**config.mk**
```make
export PLATFORM = sky130hd
export DESIGN_NAME = k_weighted_mean_square_meter_unit
export DESIGN_NICKNAME = d
export VERILOG_FILES = /design/src/design/kwms_pkg.sv /design/src/design/kwms_regs.sv /design/src/design/kwms_div.sv /design/src/design/kwms_dp.sv /design/src/design/kwms_ctrl.sv /design/src/design/k_weighted_mean_square_meter_unit.sv
export SDC_FILE = /design/constraint.sdc
export NUM_CORES = 2
export LEC_CHECK = 0
export ABC_CLOCK_PERIOD_IN_PS = 22600
export BUFFER_PORTS_ARGS = -buffer_cell sky130_fd_sc_hd__clkbuf_2
export CORE_MARGIN = 5
export CORE_UTILIZATION = 50
export DETAILED_ROUTE_END_ITERATION = 10
export PLACE_DENSITY_LB_ADDON = 0.08
export RECOVER_POWER = 50
export SLEW_MARGIN = 15
export SYNTH_ARGS = -nofsm -noshare
export SYNTH_HDL_FRONTEND = slang
export SYNTH_SLANG_ARGS = --single-unit
```
**constraint.sdc**
```tcl
create_clock -name clk -period 22.6 [get_ports clk]
set_input_delay 2.26 -clock clk [delete_from_list [all_inputs] [get_ports clk]]
set_output_delay 2.26 -clock clk [all_outputs]
set_load 0.05 [all_outputs]
```
**src/design/kwms_pkg.sv**
```systemverilog
// ----------------------------------------------------------------------------
// kwms_pkg
// Shared widths, codes and control/status bundles of the K-weighted meter.
// ----------------------------------------------------------------------------
package kwms_pkg;

  localparam int SAMPLE_W   = 24;
  localparam int COEF_W     = 28;
  localparam int COUNT_W    = 24;
  localparam int CNT_W      = COUNT_W + 1;
  localparam int Y_W        = SAMPLE_W + 1;            // Q2.23 stage output
  localparam int PROD_W     = COEF_W + Y_W;
  localparam int PROD_SHIFT = 7;
  localparam int F_W        = PROD_W - PROD_SHIFT;
  localparam int STATE_W    = 48;
  localparam int STAGE_SHIFT = (COEF_W - 4) - PROD_SHIFT;
  localparam int SH_W       = STATE_W + 1 - STAGE_SHIFT;
  localparam int SQ_SHIFT   = 2 * (SAMPLE_W - 1) - 36;
  localparam int SQ_W       = 2 * SAMPLE_W + 1 - SQ_SHIFT;
  localparam int SUM_W      = 64;
  localparam int MS_W       = 40;
  localparam int NUM_REGS   = 8;
  localparam int ADDR_W     = 5;
  localparam int DATA_W     = 32;
  localparam int DIV_CNT_W  = 6;

  typedef logic signed [COEF_W-1:0] coef_t;
  typedef coef_t coef_arr_t [NUM_REGS];

  typedef enum logic [2:0] {
    REG_SHELF_B0, REG_SHELF_B1, REG_SHELF_B2, REG_SHELF_A1,
    REG_SHELF_A2, REG_HP_GAIN, REG_HP_A1, REG_HP_A2
  } reg_idx_t;

  localparam coef_t COEF_RESET [NUM_REGS] = '{
    28'sd25755121, -28'sd45159168, 28'sd20105693, -28'sd28364556,
    28'sd12288990, 28'sd16777216, -28'sd33387456, 28'sd16610656
  };

  typedef enum logic [1:0] {
    CMD_START = 2'd0,
    CMD_DRY   = 2'd1,
    CMD_WET   = 2'd2
  } cmd_t;

  typedef enum logic [1:0] {OPND_X, OPND_Y, OPND_SQ} opnd_t;

  typedef enum logic [2:0] {
    OP_NONE, OP_Y, OP_T0, OP_T1, OP_S0, OP_S1, OP_HP, OP_ACC
  } dp_op_t;

  typedef enum logic [4:0] {
    ST_IDLE, ST_B0, ST_B1, ST_B2, ST_SA1, ST_SA2, ST_G, ST_HY, ST_HA1,
    ST_HA2, ST_SQ, ST_ACC, ST_CHK, ST_DIV_DRY, ST_WAIT_DRY, ST_DIV_WET,
    ST_WAIT_WET, ST_OUT
  } state_t;

  typedef struct packed {
    reg_idx_t coef;
    opnd_t    opnd;
    dp_op_t   op;
    logic     stage_hp;
    logic     load;
    logic     ch_wet;
    logic     clear;
    logic     div_start;
    logic     div_wet;
    logic     cap_dry;
    logic     cap_wet;
    logic     out_load;
  } ctrl_t;

  typedef struct packed {
    logic wet_full;
    logic wet_zero;
    logic dry_done;
    logic div_done;
    logic out_free;
  } stat_t;

endpackage

```
**src/design/kwms_regs.sv**
```systemverilog
// ----------------------------------------------------------------------------
// kwms_regs
// Coefficient register file behind the APB-style configuration port.
// ----------------------------------------------------------------------------
module kwms_regs import kwms_pkg::*; (
  input  logic              clk,
  input  logic              rst_n,
  input  logic              psel,
  input  logic              penable,
  input  logic              pwrite,
  input  logic [ADDR_W-1:0] paddr,
  input  logic [DATA_W-1:0] pwdata,
  output logic [DATA_W-1:0] prdata,
  output logic              pready,
  output coef_arr_t         coefs
);

  coef_t coef_r [NUM_REGS];
  logic  wr_en;
  logic [2:0] idx;

  assign wr_en  = psel && penable && pwrite;
  assign idx    = paddr[ADDR_W-1:2];
  assign pready = 1'b1;

  always_ff @(posedge clk) begin
    if (!rst_n) begin
      for (int i = 0; i < NUM_REGS; i++) coef_r[i] <= COEF_RESET[i];
    end else if (wr_en) begin
      coef_r[idx] <= pwdata[COEF_W-1:0];
    end
  end

  assign prdata = {{(DATA_W-COEF_W){coef_r[idx][COEF_W-1]}}, coef_r[idx]};

  always_comb begin
    for (int i = 0; i < NUM_REGS; i++) coefs[i] = coef_r[i];
  end

endmodule

```
**src/design/kwms_div.sv**
```systemverilog
// ----------------------------------------------------------------------------
// kwms_div
// Restoring divider, one quotient bit per cycle, for the mean of a sum.
// ----------------------------------------------------------------------------
module kwms_div import kwms_pkg::*; (
  input  logic             clk,
  input  logic             rst_n,
  input  logic             start,
  input  logic [SUM_W-1:0] dividend,
  input  logic [CNT_W-1:0] divisor,
  output logic             done,
  output logic [MS_W-1:0]  quotient
);

  logic                 busy_r;
  logic                 done_r;
  logic [DIV_CNT_W-1:0] cnt_r;
  logic [CNT_W-1:0]     rem_r;
  logic [SUM_W-1:0]     quo_r;
  logic [CNT_W:0]       shifted;
  logic [CNT_W+1:0]     diff;

  assign shifted = {rem_r, quo_r[SUM_W-1]};
  assign diff    = {1'b0, shifted} - {2'b00, divisor};

  always_ff @(posedge clk) begin
    if (!rst_n) begin
      busy_r <= 1'b0;
      done_r <= 1'b0;
    end else begin
      done_r <= 1'b0;
      if (start) begin
        busy_r <= 1'b1;
      end else if (busy_r && cnt_r == '0) begin
        busy_r <= 1'b0;
        done_r <= 1'b1;
      end
    end
  end

  always_ff @(posedge clk) begin
    if (start) begin
      quo_r <= dividend;
      rem_r <= '0;
      cnt_r <= '1;
    end else if (busy_r) begin
      cnt_r <= cnt_r - 1'b1;
      if (!diff[CNT_W+1]) begin
        rem_r <= diff[CNT_W-1:0];
        quo_r <= {quo_r[SUM_W-2:0], 1'b1};
      end else begin
        rem_r <= shifted[CNT_W-1:0];
        quo_r <= {quo_r[SUM_W-2:0], 1'b0};
      end
    end
  end

  assign done     = done_r;
  assign quotient = quo_r[MS_W-1:0];

endmodule

```
**src/design/kwms_dp.sv**
```systemverilog
// ----------------------------------------------------------------------------
// kwms_dp
// Datapath: shared multiplier, biquad states, square sums, counts, output.
// ----------------------------------------------------------------------------
module kwms_dp import kwms_pkg::*; (
  input  logic                       clk,
  input  logic                       rst_n,
  input  ctrl_t                      ctrl,
  output stat_t                      stat,
  input  coef_arr_t                  coefs,
  input  logic signed [SAMPLE_W-1:0] in_sample,
  input  logic [COUNT_W-1:0]         in_record_length,
  output logic                       out_valid,
  input  logic                       out_stall,
  output logic [MS_W-1:0]            out_dry_mean_square,
  output logic [MS_W-1:0]            out_wet_mean_square
);

  logic signed [SAMPLE_W-1:0] x_r;
  logic                       ch_r;
  logic signed [Y_W-1:0]      y_r;
  logic signed [PROD_W-1:0]   prod_r;
  logic signed [STATE_W-1:0]  tmp0_r, tmp1_r;
  logic signed [STATE_W-1:0]  sh_s0_r [2];
  logic signed [STATE_W-1:0]  sh_s1_r [2];
  logic signed [STATE_W-1:0]  hp_s0_r [2];
  logic signed [STATE_W-1:0]  hp_s1_r [2];
  logic [SUM_W-1:0]           sum_r [2];
  logic [CNT_W-1:0]           cnt_r [2];
  logic [COUNT_W-1:0]         target_r;
  logic [MS_W-1:0]            q_dry_r, q_wet_r;
  logic                       out_valid_r;
  logic [MS_W-1:0]            out_dry_r, out_wet_r;

  logic signed [COEF_W-1:0]   a_op;
  logic signed [Y_W-1:0]      b_op;
  logic signed [PROD_W-1:0]   prod_nxt;
  logic signed [STATE_W-1:0]  f48, s0_cur, s1_cur;
  logic signed [STATE_W:0]    acc_sum;
  logic [SH_W-1:0]            shifted;
  logic [SH_W-Y_W:0]          top;
  logic signed [Y_W-1:0]      y_sat;
  logic [SQ_W-1:0]            sq;
  logic                       div_done;
  logic [MS_W-1:0]            div_q;

  // operand select for the shared multiplier
  always_comb begin
    case (ctrl.opnd)
      OPND_X: begin
        a_op = coefs[ctrl.coef];
        b_op = {x_r[SAMPLE_W-1], x_r};
      end
      OPND_Y: begin
        a_op = coefs[ctrl.coef];
        b_op = y_r;
      end
      OPND_SQ: begin
        a_op = {{(COEF_W-Y_W){y_r[Y_W-1]}}, y_r};
        b_op = y_r;
      end
      default: begin
        a_op = '0;
        b_op = '0;
      end
    endcase
  end

  assign prod_nxt = a_op * b_op;
  // exact product floored by 2^7 into state format
  assign f48 = {{(STATE_W-F_W){prod_r[PROD_W-1]}}, prod_r[PROD_W-1:PROD_SHIFT]};

  assign s0_cur = ctrl.stage_hp ? hp_s0_r[ch_r] : sh_s0_r[ch_r];
  assign s1_cur = ctrl.stage_hp ? hp_s1_r[ch_r] : sh_s1_r[ch_r];

  // stage output: floor to 23 fraction bits, saturate to Q2.23
  assign acc_sum = {f48[STATE_W-1], f48} + {s0_cur[STATE_W-1], s0_cur};
  assign shifted = acc_sum[STATE_W:STAGE_SHIFT];
  assign top     = shifted[SH_W-1:Y_W-1];

  always_comb begin
    if ((&top) || !(|top)) begin
      y_sat = shifted[Y_W-1:0];
    end else if (shifted[SH_W-1]) begin
      y_sat = {1'b1, {(Y_W-1){1'b0}}};
    end else begin
      y_sat = {1'b0, {(Y_W-1){1'b1}}};
    end
  end

  assign sq = prod_r[2*SAMPLE_W:SQ_SHIFT];

  always_ff @(posedge clk) begin
    prod_r <= prod_nxt;
    if (ctrl.load) begin
      x_r  <= in_sample;
      ch_r <= ctrl.ch_wet;
    end
    if (ctrl.clear) begin
      for (int i = 0; i < 2; i++) begin
        sh_s0_r[i] <= '0;
        sh_s1_r[i] <= '0;
        hp_s0_r[i] <= '0;
        hp_s1_r[i] <= '0;
        sum_r[i]   <= '0;
        cnt_r[i]   <= '0;
      end
      target_r <= in_record_length;
    end else begin
      case (ctrl.op)
        OP_Y:  y_r <= y_sat;
        OP_T0: tmp0_r <= f48 + s1_cur;
        OP_T1: tmp1_r <= f48;
        OP_S0: begin
          if (ctrl.stage_hp) hp_s0_r[ch_r] <= tmp0_r - f48;
          else sh_s0_r[ch_r] <= tmp0_r - f48;
        end
        OP_S1: begin
          if (ctrl.stage_hp) hp_s1_r[ch_r] <= tmp1_r - f48;
          else sh_s1_r[ch_r] <= tmp1_r - f48;
        end
        OP_HP: begin
          // high-pass taps t, -2t, t
          y_r    <= y_sat;
          tmp0_r <= s1_cur - (f48 <<< 1);
          tmp1_r <= f48;
        end
        OP_ACC: begin
          sum_r[ch_r] <= sum_r[ch_r] + {{(SUM_W-SQ_W){1'b0}}, sq};
          cnt_r[ch_r] <= cnt_r[ch_r] + 1'b1;
        end
        default: ;
      endcase
    end
    if (ctrl.cap_dry) q_dry_r <= div_q;
    if (ctrl.cap_wet) q_wet_r <= (cnt_r[1] == '0) ? '0 : div_q;
  end

  kwms_div u_div (
    .clk      (clk),
    .rst_n    (rst_n),
    .start    (ctrl.div_start),
    .dividend (ctrl.div_wet ? sum_r[1] : sum_r[0]),
    .divisor  (ctrl.div_wet ? cnt_r[1] : cnt_r[0]),
    .done     (div_done),
    .quotient (div_q)
  );

  always_ff @(posedge clk) begin
    if (!rst_n) begin
      out_valid_r <= 1'b0;
    end else if (ctrl.out_load) begin
      out_valid_r <= 1'b1;
    end else if (!out_stall) begin
      out_valid_r <= 1'b0;
    end
  end

  always_ff @(posedge clk) begin
    if (ctrl.out_load) begin
      out_dry_r <= q_dry_r;
      out_wet_r <= q_wet_r;
    end
  end

  assign out_valid           = out_valid_r;
  assign out_dry_mean_square = out_dry_r;
  assign out_wet_mean_square = out_wet_r;

  assign stat.wet_full = &cnt_r[1];
  assign stat.wet_zero = cnt_r[1] == '0;
  assign stat.dry_done = cnt_r[0] >= {1'b0, target_r};
  assign stat.div_done = div_done;
  assign stat.out_free = !out_valid_r || !out_stall;

endmodule

```
**src/design/kwms_ctrl.sv**
```systemverilog
// ----------------------------------------------------------------------------
// kwms_ctrl
// Sequencer: input handshake, per-sample multiply schedule, end of record.
// ----------------------------------------------------------------------------
module kwms_ctrl import kwms_pkg::*; (
  input  logic       clk,
  input  logic       rst_n,
  input  logic       in_valid,
  output logic       in_stall,
  input  logic [1:0] in_command,
  input  stat_t      stat,
  output ctrl_t      ctrl
);

  state_t state_r, state_nxt;
  logic   rec_r, rec_nxt;
  logic   wet_r, wet_nxt;

  always_ff @(posedge clk) begin
    if (!rst_n) begin
      state_r <= ST_IDLE;
      rec_r   <= 1'b0;
      wet_r   <= 1'b0;
    end else begin
      state_r <= state_nxt;
      rec_r   <= rec_nxt;
      wet_r   <= wet_nxt;
    end
  end

  always_comb begin
    state_nxt = state_r;
    rec_nxt   = rec_r;
    wet_nxt   = wet_r;
    ctrl      = '0;
    ctrl.coef = REG_SHELF_B0;
    ctrl.opnd = OPND_X;
    ctrl.op   = OP_NONE;
    in_stall  = 1'b1;
    case (state_r)
      ST_IDLE: begin
        in_stall = 1'b0;
        if (in_valid) begin
          case (in_command)
            CMD_START: begin
              ctrl.clear = 1'b1;
              rec_nxt    = 1'b1;
            end
            CMD_DRY: begin
              if (rec_r) begin
                ctrl.load = 1'b1;
                wet_nxt   = 1'b0;
                state_nxt = ST_B0;
              end
            end
            CMD_WET: begin
              if (rec_r && !stat.wet_full) begin
                ctrl.load   = 1'b1;
                ctrl.ch_wet = 1'b1;
                wet_nxt     = 1'b1;
                state_nxt   = ST_B0;
              end
            end
            default: ;
          endcase
        end
      end
      ST_B0: begin
        ctrl.coef = REG_SHELF_B0;
        state_nxt = ST_B1;
      end
      ST_B1: begin
        ctrl.coef = REG_SHELF_B1;
        ctrl.op   = OP_Y;
        state_nxt = ST_B2;
      end
      ST_B2: begin
        ctrl.coef = REG_SHELF_B2;
        ctrl.op   = OP_T0;
        state_nxt = ST_SA1;
      end
      ST_SA1: begin
        ctrl.coef = REG_SHELF_A1;
        ctrl.opnd = OPND_Y;
        ctrl.op   = OP_T1;
        state_nxt = ST_SA2;
      end
      ST_SA2: begin
        ctrl.coef = REG_SHELF_A2;
        ctrl.opnd = OPND_Y;
        ctrl.op   = OP_S0;
        state_nxt = ST_G;
      end
      ST_G: begin
        ctrl.coef = REG_HP_GAIN;
        ctrl.opnd = OPND_Y;
        ctrl.op   = OP_S1;
        state_nxt = ST_HY;
      end
      ST_HY: begin
        ctrl.op       = OP_HP;
        ctrl.stage_hp = 1'b1;
        state_nxt     = ST_HA1;
      end
      ST_HA1: begin
        ctrl.coef     = REG_HP_A1;
        ctrl.opnd     = OPND_Y;
        ctrl.stage_hp = 1'b1;
        state_nxt     = ST_HA2;
      end
      ST_HA2: begin
        ctrl.coef     = REG_HP_A2;
        ctrl.opnd     = OPND_Y;
        ctrl.op       = OP_S0;
        ctrl.stage_hp = 1'b1;
        state_nxt     = ST_SQ;
      end
      ST_SQ: begin
        ctrl.opnd     = OPND_SQ;
        ctrl.op       = OP_S1;
        ctrl.stage_hp = 1'b1;
        state_nxt     = ST_ACC;
      end
      ST_ACC: begin
        ctrl.op   = OP_ACC;
        state_nxt = ST_CHK;
      end
      ST_CHK: begin
        // wet beats never end a record; dry count is untouched by them
        state_nxt = ST_IDLE;
        if (stat.dry_done && !wet_r) state_nxt = ST_DIV_DRY;
      end
      ST_DIV_DRY: begin
        ctrl.div_start = 1'b1;
        state_nxt      = ST_WAIT_DRY;
      end
      ST_WAIT_DRY: begin
        if (stat.div_done) begin
          ctrl.cap_dry = 1'b1;
          state_nxt    = ST_DIV_WET;
        end
      end
      ST_DIV_WET: begin
        ctrl.div_wet = 1'b1;
        if (stat.wet_zero) begin
          ctrl.cap_wet = 1'b1;
          state_nxt    = ST_OUT;
        end else begin
          ctrl.div_start = 1'b1;
          state_nxt      = ST_WAIT_WET;
        end
      end
      ST_WAIT_WET: begin
        ctrl.div_wet = 1'b1;
        if (stat.div_done) begin
          ctrl.cap_wet = 1'b1;
          state_nxt    = ST_OUT;
        end
      end
      ST_OUT: begin
        if (stat.out_free) begin
          ctrl.out_load = 1'b1;
          rec_nxt       = 1'b0;
          state_nxt     = ST_IDLE;
        end
      end
      default: state_nxt = ST_IDLE;
    endcase
  end

endmodule

```
**src/design/k_weighted_mean_square_meter_unit.sv**
```systemverilog
// ----------------------------------------------------------------------------
// k_weighted_mean_square_meter_unit
// K-weighted mean-square meter for a dry and a wet audio channel.
// ----------------------------------------------------------------------------
// Input beats carry a command (start, dry sample, wet sample), a Q1.23
// sample and a record length; a beat is taken when in_valid is high and
// in_stall is low. Start clears filters, sums and counts and arms the meter.
// Each sample runs through a high shelf and a high pass biquad on one shared
// 28x25 multiplier, then its square is added to the channel sum; start and
// ignored beats are taken without running the filters.
// When the dry count reaches the record length, the dry sum and then the wet
// sum are divided by a 64-step restoring divider (the wet mean square is zero
// without division when no wet sample arrived), and a result beat follows.
// The result sits in an output register until out_stall is low; new input
// beats are taken meanwhile, and a further result waits for the register.
// Coefficients are written over the APB-style port while the meter is idle;
// the user must keep to this, as the block does not enforce it. After reset
// the meter is idle with default coefficients; samples are ignored until a
// start beat arrives.
// ----------------------------------------------------------------------------
module k_weighted_mean_square_meter_unit import kwms_pkg::*; (
  input  logic                       clk,
  input  logic                       rst_n,
  input  logic                       in_valid,
  output logic                       in_stall,
  input  logic [1:0]                 in_command,
  input  logic signed [SAMPLE_W-1:0] in_sample,
  input  logic [COUNT_W-1:0]         in_record_length,
  output logic                       out_valid,
  input  logic                       out_stall,
  output logic [MS_W-1:0]            out_dry_mean_square,
  output logic [MS_W-1:0]            out_wet_mean_square,
  input  logic                       psel,
  input  logic                       penable,
  input  logic                       pwrite,
  input  logic [ADDR_W-1:0]          paddr,
  input  logic [DATA_W-1:0]          pwdata,
  output logic [DATA_W-1:0]          prdata,
  output logic                       pready
);

  coef_arr_t coefs;
  ctrl_t     ctrl;
  stat_t     stat;

  kwms_regs u_regs (
    .clk     (clk),
    .rst_n   (rst_n),
    .psel    (psel),
    .penable (penable),
    .pwrite  (pwrite),
    .paddr   (paddr),
    .pwdata  (pwdata),
    .prdata  (prdata),
    .pready  (pready),
    .coefs   (coefs)
  );

  kwms_ctrl u_ctrl (
    .clk        (clk),
    .rst_n      (rst_n),
    .in_valid   (in_valid),
    .in_stall   (in_stall),
    .in_command (in_command),
    .stat       (stat),
    .ctrl       (ctrl)
  );

  kwms_dp u_dp (
    .clk                 (clk),
    .rst_n               (rst_n),
    .ctrl                (ctrl),
    .stat                (stat),
    .coefs               (coefs),
    .in_sample           (in_sample),
    .in_record_length    (in_record_length),
    .out_valid           (out_valid),
    .out_stall           (out_stall),
    .out_dry_mean_square (out_dry_mean_square),
    .out_wet_mean_square (out_wet_mean_square)
  );

endmodule

```
==> results.cfg <==
[setup_path]
crit_path_end_kind = register
critical_path_class = register to register
reg2reg_depth = 18
setup.reg_to_reg.worst_slack_ns = 9.91
slowest_delay_ns = 5.59
path_max_fanout = 120
cp_slowest_cell = clkbuf_1
cp.required_ns = 23.13
reg2reg_to = u_dp.tmp0_r[44]
crit_buf_inv = 2
path_delay_family = buffers and inverters
cp.arrival_ns = 13.22
crit_path_start_kind = register
path_cells = clkbuf_1 > mux4_2 > ha_1 > inv_1 > fa_1 > nor2b_1 > o21ai_0 > a21boi_0 > o311ai_1 > o21ai_0 > a21oi_1 > o31a_1 > o21bai_1 > a21oi_1 > o311ai_1 > a221oi_1 > xor2_1 > o21ai_1

[finish]
fillers = 16310
drive_gt1_share_pct = 7.427
syn_to_final_growth_pct = 8.842
fin_nets = 10310

[global_route]
grt_usage_pct = 27.44
antenna_found_initial = 7
grt_pass1_wl_mm = 414.4
grt_max_degree = 121
grt.overflow.total = 0
grt_pass1_vias = 68830

[floorplanning]
die-area_sq_um = 195600
die_h_microns = 442.2
start_util_pct = 50.32
core_area_sq_um = 185600
die_x_microns = 442.2
io_pins = 209
rows = 158

[timing]
finalCriticalPeriod_ns = 12.69
relSlewSlack_pct = -428.8
slew_violations = 1730
clock.fmax_mhz = 78.81
period_share_pct = 56.15
worstMarginPinSlew_ns = 7.932
finalHoldViolCount = 0
fin_worst_skew_ns = 0.06282
setup_violations = 0
layout_setup_ws_ns = 9.911
hold-worst-slack_ns = 0.4101
rsz0062_at_grt = no
fin_tns_setup_ns = 0

[route]
wl_met1_mm = 116.6
vias_per_cell = 5.819
drt_iter0_markers = 5557
drc_errors = 0
wl_met2_mm = 124.9
via_count = 67590
wl_met3_mm = 19.18
dr.pass1.iters = 6
post_drt_wl_per_cell_microns = 23.38
top_layer_used = met5
ant_nets = 0
routed_wl_mm = 271.5

[clock_network]
cts_htree_levels = 4
ctsHoldBuffers = 0
postCtsSetupRepairBufs = 0
cts_tree = built
cts_buffers = 142
clk_latency_ns = 0.83
cts_root_buf = clkbuf_16
cts.repair.resized = 0
clk_pin_slew_worst_paths_ns = 0.06
clock-sinks = 1262
clockBufferDepth = 3

[placement]
gp_congestion = 0.9418
dp_slack_ns = 10.86
io_buffers = 201
place_hpwl_mm = 196.8

[run_status]
violations = capacitance limit, slew limit
status = finished, violations left

[min_path]
hold_depth = 0
min-delay-start = u_dp.q_wet_r[12]
hp-class = register to register
whs_endpoint = u_dp.out_wet_mean_square[12]

[logic_synthesis]
yosysSeqAreaShare_pct = 39.63
synth_area_leaders = edfxtp_1 38%, fa_1 16%, ha_1 6.3%
synth-seq-cells = 1262
synthArstFlopShare_pct = 0
ys_warn_count = 0
synth.avg_cell_area_sq_um = 10.40
synth_common_cells = 1174 x edfxtp_1, 1087 x nor2_1, 936 x inv_1, 906 x nand2_1, 732 x fa_1
synth_edf_count = 1174
post-synth-top-count-cell = edfxtp_1
synth.largest_area_cell = edfxtp_1
synth_cell_types = 102
synthDominantCellAreaShare_pct = 37.74
synth_fp_nets = 10280
syn_area_sq_um = 93410
netlist_instances = 8983
synthFlopType = edfxtp_1

[flow_run]
maxCapViolCount = 32
[routing by layer]
metal / vias up / GRT usage (%)
met5: - / 0
met4: 4 / 10.36
met3: 462 / 4.625
met2: 2401 / 43.93
met1: 33800 / 37.74
li1: 30920 / -
[state kept, by name (all words and copies together) (netlist names), 5 cells and up, named ones only]
signal and count:
u_ctrl.state_r 5, u_dp.cnt_r 50, u_dp.hp_s0_r 96, u_dp.hp_s1_r 94, u_dp.out_dry_mean_square 40, u_dp.out_wet_mean_square 40
u_dp.prod_r 46, u_dp.q_dry_r 40, u_dp.q_wet_r 40, u_dp.sh_s0_r 96, u_dp.sh_s1_r 94, u_dp.sum_r 128
u_dp.target_r 24, u_dp.tmp0_r 48, u_dp.tmp1_r 46, u_dp.u_div.cnt_r 6, u_dp.u_div.quo_r 64, u_dp.u_div.rem_r 25
u_dp.x_r 24, u_dp.y_r 25, u_regs.coef_r 224
[stage by stage]
step / instance area [sq um] / utilization (%) / cells
after CTS: 102000 / 54.93 / 11610
after floorplan: 93410 / - / 8983
after detailed placement: 97100 / 52.31 / 11350
after global routing: 101700 / 54.77 / 11610
final: 101700 / 54.77 / 11620
after global placement: 97100 / 52.31 / 11350
[final cells by class]
class / instances / area, sq um / area share, %
tap: 2480 / 3103 / 3.052
clock inverter: 80 / 1080 / 1.062
antenna: 6 / 15.01 / 0.01477
timing repair buffer: 327 / 1740 / 1.712
multi-input combinational: 6339 / 51410 / 50.57
sequential: 1262 / 37020 / 36.41
clock buffer: 184 / 3781 / 3.719
inverter: 937 / 3517 / 3.459
[cell usage in the layout, fill, tap and decap left out, types with 113 or more instances in the layout]
master / instances
xnor2_1: 206
fa_1: 732
edfxtp_1: 1174
nand2_1: 901
nor2_1: 1072
a22oi_1: 139
clkbuf_16: 142
and3_1: 195
clkbuf_2: 113
mux2i_1: 126
inv_1: 935
clkbuf_1: 150
o21ai_0: 282
a21o_1: 259
nand2b_1: 171
a21oi_1: 386
nand3_1: 140
nor2b_1: 131
xor2_1: 147
ha_1: 473
[kinds of logic (layout without fill, tap and decap cells)]
| group | after synthesis | count (layout) | share of synthesized area, % |
|---|---|---|---|
| simple gates | 2953 | 2953 | 14.34 |
| buf+inv | 1382 | 1528 | 5.634 |
| compound gates | 1559 | 1559 | 10.86 |
| fa+ha+maj | 1206 | 1206 | 22.04 |
| mux | 267 | 267 | 4.183 |
| other cells | 1 | 7 | 0.004015 |
| flops | 1262 | 1262 | 39.63 |
| xor+xnor | 353 | 353 | 3.310 |
[worst max path at each step]
stage	endpoint	cells past startpoint	from
floorplan	u_dp.prod_r[40]	40	u_ctrl.state_r[0]
global placement	u_dp.prod_r[52]	28	u_ctrl.state_r[3]
detailed placement	u_dp.prod_r[52]	28	u_ctrl.state_r[3]
CTS	u_dp.prod_r[52]	28	u_ctrl.state_r[3]
global route	u_dp.tmp0_r[44]	18	register
finish	u_dp.tmp0_r[44]	18	register
Power is not shown: default switching activity piles up to over one toggle a cycle in this logic, so the estimate is an artifact.
